===== config.mk =====
export PLATFORM = sky130hd
export DESIGN_NAME = lru_replacement_tracker
export DESIGN_NICKNAME = d
export VERILOG_FILES = /design/src/rtl/core/lrt_pkg.sv /design/src/rtl/core/lru_replacement_tracker.sv /design/src/rtl/core/lrt_ram.sv
export VERILOG_INCLUDE_DIRS = /design/src /design/src/rtl/core
export SDC_FILE = /design/constraint.sdc
export NUM_CORES = 1
export LEC_CHECK = 0
export BUFFER_PORTS_ARGS = -buffer_cell sky130_fd_sc_hd__buf_2
export CAP_MARGIN = 20
export CORE_UTILIZATION = 53
export DETAILED_ROUTE_END_ITERATION = 7
export HOLD_SLACK_MARGIN = 0.1
export PLACE_DENSITY = 0.7
export SLEW_MARGIN = 20
export SYNTH_ARGS = -nofsm -noshare
export SYNTH_HDL_FRONTEND = slang
export SYNTH_SLANG_ARGS = --single-unit

===== constraint.sdc =====
create_clock -name clock -period 6.1 [get_ports clock]
set_clock_uncertainty 0.05 [all_clocks]
set_input_delay 0.915 -clock clock [delete_from_list [all_inputs] [get_ports clock]]
set_output_delay 0.915 -clock clock [all_outputs]
set_load 0.01 [all_outputs]

===== src/rtl/core/lru_replacement_tracker_macros.svh =====
// Assertion macros for the LRU replacement tracker.
// Used by the top level only.
`ifndef LRU_REPLACEMENT_TRACKER_MACROS_SVH
`define LRU_REPLACEMENT_TRACKER_MACROS_SVH
`define LRT_ASSERT_IMPL(label, clk, rst, ante, cons) \
   label: assert property (@(posedge clk) disable iff (rst) (ante) |-> (cons)) \
      else $error("lru tracker check failed");
`define LRT_ASSERT_NEXT(label, clk, rst, ante, cons) \
   label: assert property (@(posedge clk) disable iff (rst) (ante) |=> (cons)) \
      else $error("lru tracker check failed");
`endif


===== src/rtl/core/lrt_pkg.sv =====
// Package for the LRU replacement tracker: sizes, action and status codes, FSM states.
// No dependencies.
`default_nettype none
package lrt_pkg;
   localparam int LRT_ENTRIES = 16;
   localparam int KEY_W = 32;
   typedef enum logic [1:0] {
      ACT_TOUCH  = 2'd0,
      ACT_VICTIM = 2'd1,
      ACT_ERASE  = 2'd2,
      ACT_NONE   = 2'd3
   } action_type;
   typedef enum logic [1:0] {
      ST_DONE   = 2'd0,
      ST_ABSENT = 2'd1,
      ST_FULL   = 2'd2,
      ST_RSVD   = 2'd3
   } status_type;
   typedef enum logic [2:0] {
      S_IDLE,
      S_SCAN,
      S_SHIFT,
      S_APPEND,
      S_RESP
   } state_type;
endpackage
`default_nettype wire


===== src/rtl/core/lru_replacement_tracker.sv =====
// LRU replacement tracker: keys in recency order in one RAM, slot 0 least recent.
// Flow from accept to rsp_valid: scan to the match one slot per cycle (pipelined read),
// shift later slots down one per cycle, then append on a touch, then respond.
// One transaction at a time; the next is accepted the cycle after the response is taken.
// Reset (synchronous, active high) empties the set; the RAM needs no clearing.
// Depends on lrt_pkg, lrt_ram and lru_replacement_tracker_macros.svh.
`default_nettype none
`include "lru_replacement_tracker_macros.svh"
module lru_replacement_tracker #(
   parameter int ENTRIES = lrt_pkg::LRT_ENTRIES
) (
   input  wire logic                     clock,
   input  wire logic                     reset,
   input  wire logic                     req_valid,
   output logic                          req_ready,
   input  wire logic [1:0]               req_action,
   input  wire logic [lrt_pkg::KEY_W-1:0] req_key,
   output logic                          rsp_valid,
   input  wire logic                     rsp_ready,
   output logic [1:0]                    rsp_status,
   output logic [lrt_pkg::KEY_W-1:0]     rsp_victim_key,
   output logic [$clog2(ENTRIES+1)-1:0]  rsp_count
);
   import lrt_pkg::*;
   localparam int AW = $clog2(ENTRIES);
   localparam int CW = $clog2(ENTRIES+1);

   state_type state_ff, state_in;
   logic [CW-1:0] count_ff, count_in;
   logic [CW-1:0] idx_ff, idx_in;
   logic [CW-1:0] pos_ff, pos_in;
   logic          found_ff, found_in;
   logic [1:0]    act_ff, act_in;
   logic [KEY_W-1:0] key_ff, key_in;
   logic [1:0]    st_ff, st_in;
   logic [KEY_W-1:0] vic_ff, vic_in;
   logic          ovalid_ff, ovalid_in;

   logic          wr_en;
   logic [AW-1:0] wr_addr, rd_addr;
   logic [KEY_W-1:0] wr_data, rd_data;
   logic [CW-1:0] rd_slot;

   lrt_ram #(.WIDTH(KEY_W), .DEPTH(ENTRIES)) u_ram (
      .clock(clock), .wr_en(wr_en), .wr_addr(wr_addr), .wr_data(wr_data),
      .rd_addr(rd_addr), .rd_data(rd_data)
   );

   assign req_ready = (state_ff == S_IDLE) && !ovalid_ff;
   assign rsp_valid = ovalid_ff;
   assign rsp_status = st_ff;
   assign rsp_victim_key = vic_ff;
   assign rsp_count = count_ff;

   // rd_slot: slot whose data appears on rd_data this cycle (issued last cycle)
   always_comb begin
      state_in = state_ff;
      count_in = count_ff;
      idx_in = idx_ff;
      pos_in = pos_ff;
      found_in = found_ff;
      act_in = act_ff;
      key_in = key_ff;
      st_in = st_ff;
      vic_in = vic_ff;
      ovalid_in = ovalid_ff && !rsp_ready;
      wr_en = 1'b0;
      wr_addr = '0;
      wr_data = key_ff;
      rd_addr = idx_ff[AW-1:0];
      rd_slot = idx_ff - CW'(1);
      unique case (state_ff)
         S_IDLE: begin
            if (req_valid && req_ready) begin
               act_in = req_action;
               key_in = req_key;
               st_in = ST_DONE;
               vic_in = '0;
               found_in = 1'b0;
               idx_in = '0;
               unique case (action_type'(req_action))
                  ACT_TOUCH, ACT_ERASE: begin
                     if (count_ff == '0) begin
                        state_in = (req_action == ACT_TOUCH) ? S_APPEND : S_RESP;
                        if (req_action == ACT_ERASE) st_in = ST_ABSENT;
                     end else begin
                        idx_in = CW'(1);
                        rd_addr = '0;
                        state_in = S_SCAN;
                     end
                  end
                  ACT_VICTIM: begin
                     if (count_ff == '0) begin
                        st_in = ST_ABSENT;
                        state_in = S_RESP;
                     end else begin
                        idx_in = CW'(1);
                        rd_addr = '0;
                        state_in = S_SCAN;
                     end
                  end
                  default: state_in = S_RESP;
               endcase
            end
         end
         S_SCAN: begin
            // compare returning data, keep issuing reads
            if (act_ff == ACT_VICTIM) begin
               vic_in = rd_data;
               pos_in = '0;
               found_in = 1'b1;
               state_in = S_SHIFT;
               idx_in = CW'(1);
               rd_addr = '0;
               if (count_ff > CW'(1)) rd_addr = AW'(1);
               if (count_ff > CW'(1)) idx_in = CW'(2);
            end else if (rd_data == key_ff) begin
               pos_in = rd_slot;
               found_in = 1'b1;
               state_in = S_SHIFT;
               rd_addr = idx_ff[AW-1:0];
               idx_in = idx_ff + CW'(1);
               if (act_ff == ACT_TOUCH && idx_ff >= count_ff) begin
                  state_in = S_APPEND;
                  count_in = count_ff - CW'(1);
               end else if (idx_ff >= count_ff) begin
                  count_in = count_ff - CW'(1);
                  state_in = S_RESP;
               end
            end else if (idx_ff >= count_ff) begin
               if (act_ff == ACT_ERASE) begin
                  st_in = ST_ABSENT;
                  state_in = S_RESP;
               end else if (count_ff >= CW'(ENTRIES)) begin
                  st_in = ST_FULL;
                  state_in = S_RESP;
               end else begin
                  state_in = S_APPEND;
               end
            end else begin
               idx_in = idx_ff + CW'(1);
            end
            if (act_ff == ACT_VICTIM && count_ff == CW'(1)) begin
               count_in = '0;
               state_in = S_RESP;
            end
         end
         S_SHIFT: begin
            // rd_data holds slot rd_slot; write it one lower
            wr_en = 1'b1;
            wr_addr = AW'(rd_slot - CW'(1));
            wr_data = rd_data;
            if (idx_ff >= count_ff) begin
               count_in = count_ff - CW'(1);
               state_in = (act_ff == ACT_TOUCH) ? S_APPEND : S_RESP;
            end else begin
               idx_in = idx_ff + CW'(1);
            end
         end
         S_APPEND: begin
            wr_en = 1'b1;
            wr_addr = count_ff[AW-1:0];
            wr_data = key_ff;
            count_in = count_ff + CW'(1);
            state_in = S_RESP;
         end
         S_RESP: begin
            ovalid_in = 1'b1;
            state_in = S_IDLE;
         end
         default: state_in = S_IDLE;
      endcase
   end

   always_ff @(posedge clock) begin
      if (reset) begin
         state_ff <= S_IDLE;
         count_ff <= '0;
         ovalid_ff <= 1'b0;
      end else begin
         state_ff <= state_in;
         count_ff <= count_in;
         ovalid_ff <= ovalid_in;
      end
   end

   always_ff @(posedge clock) begin
      idx_ff <= idx_in;
      pos_ff <= pos_in;
      found_ff <= found_in;
      act_ff <= act_in;
      key_ff <= key_in;
      st_ff <= st_in;
      vic_ff <= vic_in;
   end

   `LRT_ASSERT_IMPL(a_count_range, clock, reset, 1'b1, count_ff <= CW'(ENTRIES))
   `LRT_ASSERT_NEXT(a_full_keeps, clock, reset,
      ovalid_ff && rsp_ready && st_ff == ST_FULL, count_ff == $past(count_ff))
   `LRT_ASSERT_IMPL(a_no_accept_busy, clock, reset, state_ff != S_IDLE, !req_ready)
endmodule
`default_nettype wire


===== src/rtl/core/lrt_ram.sv =====
// Generic single-port-write, single-port-read RAM with registered read.
// No dependencies.
`default_nettype none
module lrt_ram #(
   parameter int WIDTH = 32,
   parameter int DEPTH = 16
) (
   input  wire logic                     clock,
   input  wire logic                     wr_en,
   input  wire logic [$clog2(DEPTH)-1:0] wr_addr,
   input  wire logic [WIDTH-1:0]         wr_data,
   input  wire logic [$clog2(DEPTH)-1:0] rd_addr,
   output logic      [WIDTH-1:0]         rd_data
);
   logic [WIDTH-1:0] mem [DEPTH];
   always_ff @(posedge clock) begin
      if (wr_en) begin
         mem[wr_addr] <= wr_data;
      end
      rd_data <= mem[rd_addr];
   end
endmodule
`default_nettype wire


==> flow_summary.ini <==
[placed_design]
gp_congestion = 0.8961
dp_hpwl_um = 34390
portBuffers = 78
place_area_mm2 = 0.02625
preCtsSetupSlack_ns = 2.323

[cells_and_area]
fillers = 3498
mostFrequentLayoutCell = edfxtp_1
layout_common_cells = edfxtp_1, nand2_1, a31oi_1
fin_nets = 1922
antenna_cells = 0
final_area_mm2 = 0.02822
areaGrowthSynthToFinish_pct = 12.17
drive_above_1_share_pct = 14.27

[global_routing]
grt_util_all_layers_pct = 27.58
grt_start_max_net_pins = 139
grt_overflow = 0
antenna_found_initial = 1
grt_first_pass_wirelength_um = 96500
grt_pass1_vias = 15150

[die]
design.die.area_mm2 = 0.04835
core-area_mm2 = 0.04665
die_x_um = 219.9
rows = 79
io_pins = 79
start_util_pct = 53.93
fp.dieH_um = 219.9

[yosys]
synthArstFlopShare_pct = 0
synthAdderAreaFrac_pct = 0.5968
synth_top_family_by_area = simple AND/OR/NAND/NOR gates
synth_ff_type = edfxtp_1
syn_nets = 1867
syn_inst = 1817
avgSynthCellArea_um2 = 13.85
synth_edf_count = 585
synth_cell_types = 57
ys_warn_count = 0
synthesis.area_mm2 = 0.02516
synth-seq-cells = 626
yosys.area_share.simple_pct = 13.07
synth-xor-area-share_pct = 1.184
synthMuxAreaShare_pct = 0.07957
synth_compound_area_share_pct = 9.603
yosysSeqAreaShare_pct = 73.09

[clock_tree]
post-cts-setup-buffer-count = 0
cts_tree = yes
h-tree-depth = 2
clkSlewWorstSetupHoldPaths_ns = 0.07
clockBufferDepth = 3
cts-hold-fix-buffers = 0
ctsResizeCount = 0
cts.sinks = 626
numCtsBuffers = 60
clk_latency_ns = 0.62
ctsRootBufferMaster = clkbuf_16

[setup_path]
crit_arrival_ns = 4.28
worstSetupStartpointType = flip-flop
timing.rr.start = rsp_count[0]$_SDFFE_PP0P_
critPathCaptureType = flip-flop
worstSetupPathType = flip-flop to flip-flop
rrSetupSlack_ns = 2.33
crit_fanout = 23
timing.rr.end = u_ram.rd_data[11]$_DFF_P_
r2r_cells = 9
startpoint = rsp_count[0]$_SDFFE_PP0P_
cp_data_required_time_ns = 6.62

[sta]
fin_hold_ws_ns = 0.4129
fmax_mhz = 265.5
setup_viol = 0
hold_viol = 0
rsz0062_at_grt = false
relSlewSlack_pct = 22.07
period_share_pct = 61.75
drv_slew = 0
setup_slack_ns = 2.333
worstMarginPinSlew_ns = 1.169
finalSetupTns_ns = 0
post-route-min-period_ns = 3.767

[min_path]
hold_path_end = key_ff[22]$_DFFE_PP_
hold_depth = 1
hold_path_class = input port to flip-flop
hold_start = req_key[22]

[drt]
wirelength_um = 66100
wl_per_cell_um = 26.16
drc = 8
first_pass_iters = 7
ant_nets = 0
vias_per_cell = 6.320
num_vias = 15970
drt_first_iter_violations = 2084

[status]
violations = DRC
status = finished with violations

[power]
p_total_mw = 14.15
p_per_area_mw_per_mm2 = 501.5
p_leak_nw = 9.716
peakVddDrop_uv = 336.5

[run]
maxCapViolCount = 0
[report_power, final]
part           total, mW  leakage [nW]  internal [mW]  switching, mW
Clock               3.70         0.962           2.13           1.57
Sequential          6.06          5.66           5.73          0.331
Combinational       4.40          3.09           1.25           3.14
Total               14.2          9.72           9.11           5.04
[critical path, stage by stage (launching register included)]
cell and delay [ns]:
dfxtp_1 0.49, inv_1 0.15, ha_1 0.23, nor4b_4 0.16, a2111oi_2 0.86, or4_2 0.88, buf_4 0.40, a211oi_2 0.08
a31oi_1 0.20, and4_1 0.21
[stage by stage]
stage	util (%)	cells
after detailed placement	56.27	2417
final	60.49	2527
after floorplan	-	1817
after global placement	56.27	2417
after CTS	60.48	2527
after global routing	60.49	2527
[per-layer routing]
metal	wire [µm]	vias to the layer above	track usage [%]
li1	-	7025	-
met1	26790	7977	38.49
met2	31440	825	44.32
met3	5763	143	4.362
met4	2103	0	9.218
met5	0	-	0
[final cells by class]
type,instances,area [µm²],area share [%]
inverter,9,33.78,0.1197
tap,607,759.5,2.691
clock inverter,25,236.5,0.8380
sequential,626,18390,65.16
timing repair buffer,116,691.9,2.452
multi-input combinational,1059,6384,22.62
clock buffer,85,1728,6.123
[Yosys cell counts, types with 3 or more instances]
library cell | number | area share [%]
buf_2 | 40 | 0.80
xor2_1 | 34 | 1.2
o31ai_1 | 7 | 0.21
nand4_1 | 6 | 0.15
nand2b_1 | 5 | 0.12
inv_1 | 9 | 0.13
edfxtp_1 | 585 | 70
and2_1 | 33 | 0.82
buf_6 | 7 | 0.31
o21a_1 | 3 | 0.090
nand2_1 | 380 | 5.7
a21oi_1 | 12 | 0.24
and4_1 | 32 | 1.1
ha_1 | 12 | 0.60
o21ai_0 | 17 | 0.34
dfxtp_1 | 41 | 3.3
nand3_1 | 7 | 0.14
nor3b_1 | 3 | 0.090
buf_1 | 3 | 0.045
and3_1 | 129 | 3.2
nor3_1 | 15 | 0.30
nor4_1 | 11 | 0.27
nor2_1 | 44 | 0.66
a211oi_2 | 28 | 1.4
a31oi_1 | 133 | 3.3
a211oi_1 | 102 | 3.0
nor2b_1 | 4 | 0.099
clkbuf_1 | 72 | 1.1
[registers in the layout, summed over array words and instances (netlist names)]
register,flops
act_ff,2
idx_ff,5
key_ff,32
rsp_count,5
rsp_status,2
rsp_valid,1
rsp_victim_key,32
state_ff,3
u_ram.mem,512
u_ram.rd_data,32
[how the worst max path moves through the flow]
stage                     slack, ns                           to  cells past startpoint
after floorplan                1.91    u_ram.mem[4][0]$_DFFE_PP_                      8
after global placement         2.39  u_ram.mem[13][18]$_DFFE_PP_                      7
after global routing           2.16    u_ram.rd_data[11]$_DFF_P_                      9
after detailed placement       2.32    u_ram.rd_data[11]$_DFF_P_                      8
after CTS                      2.36    u_ram.rd_data[11]$_DFF_P_                      9
final                          2.33    u_ram.rd_data[11]$_DFF_P_                      9
[cell families after synthesis]
logic type / after synthesis
and+or+nand+nor: 680
DFF: 626
AOI/OAI and AO/OA: 331
buffers and inverters: 132
xor gates and xnor gates: 34
adders and majority gates: 12
muxes: 2
Note: power is estimated with default switching activity, not from simulation.
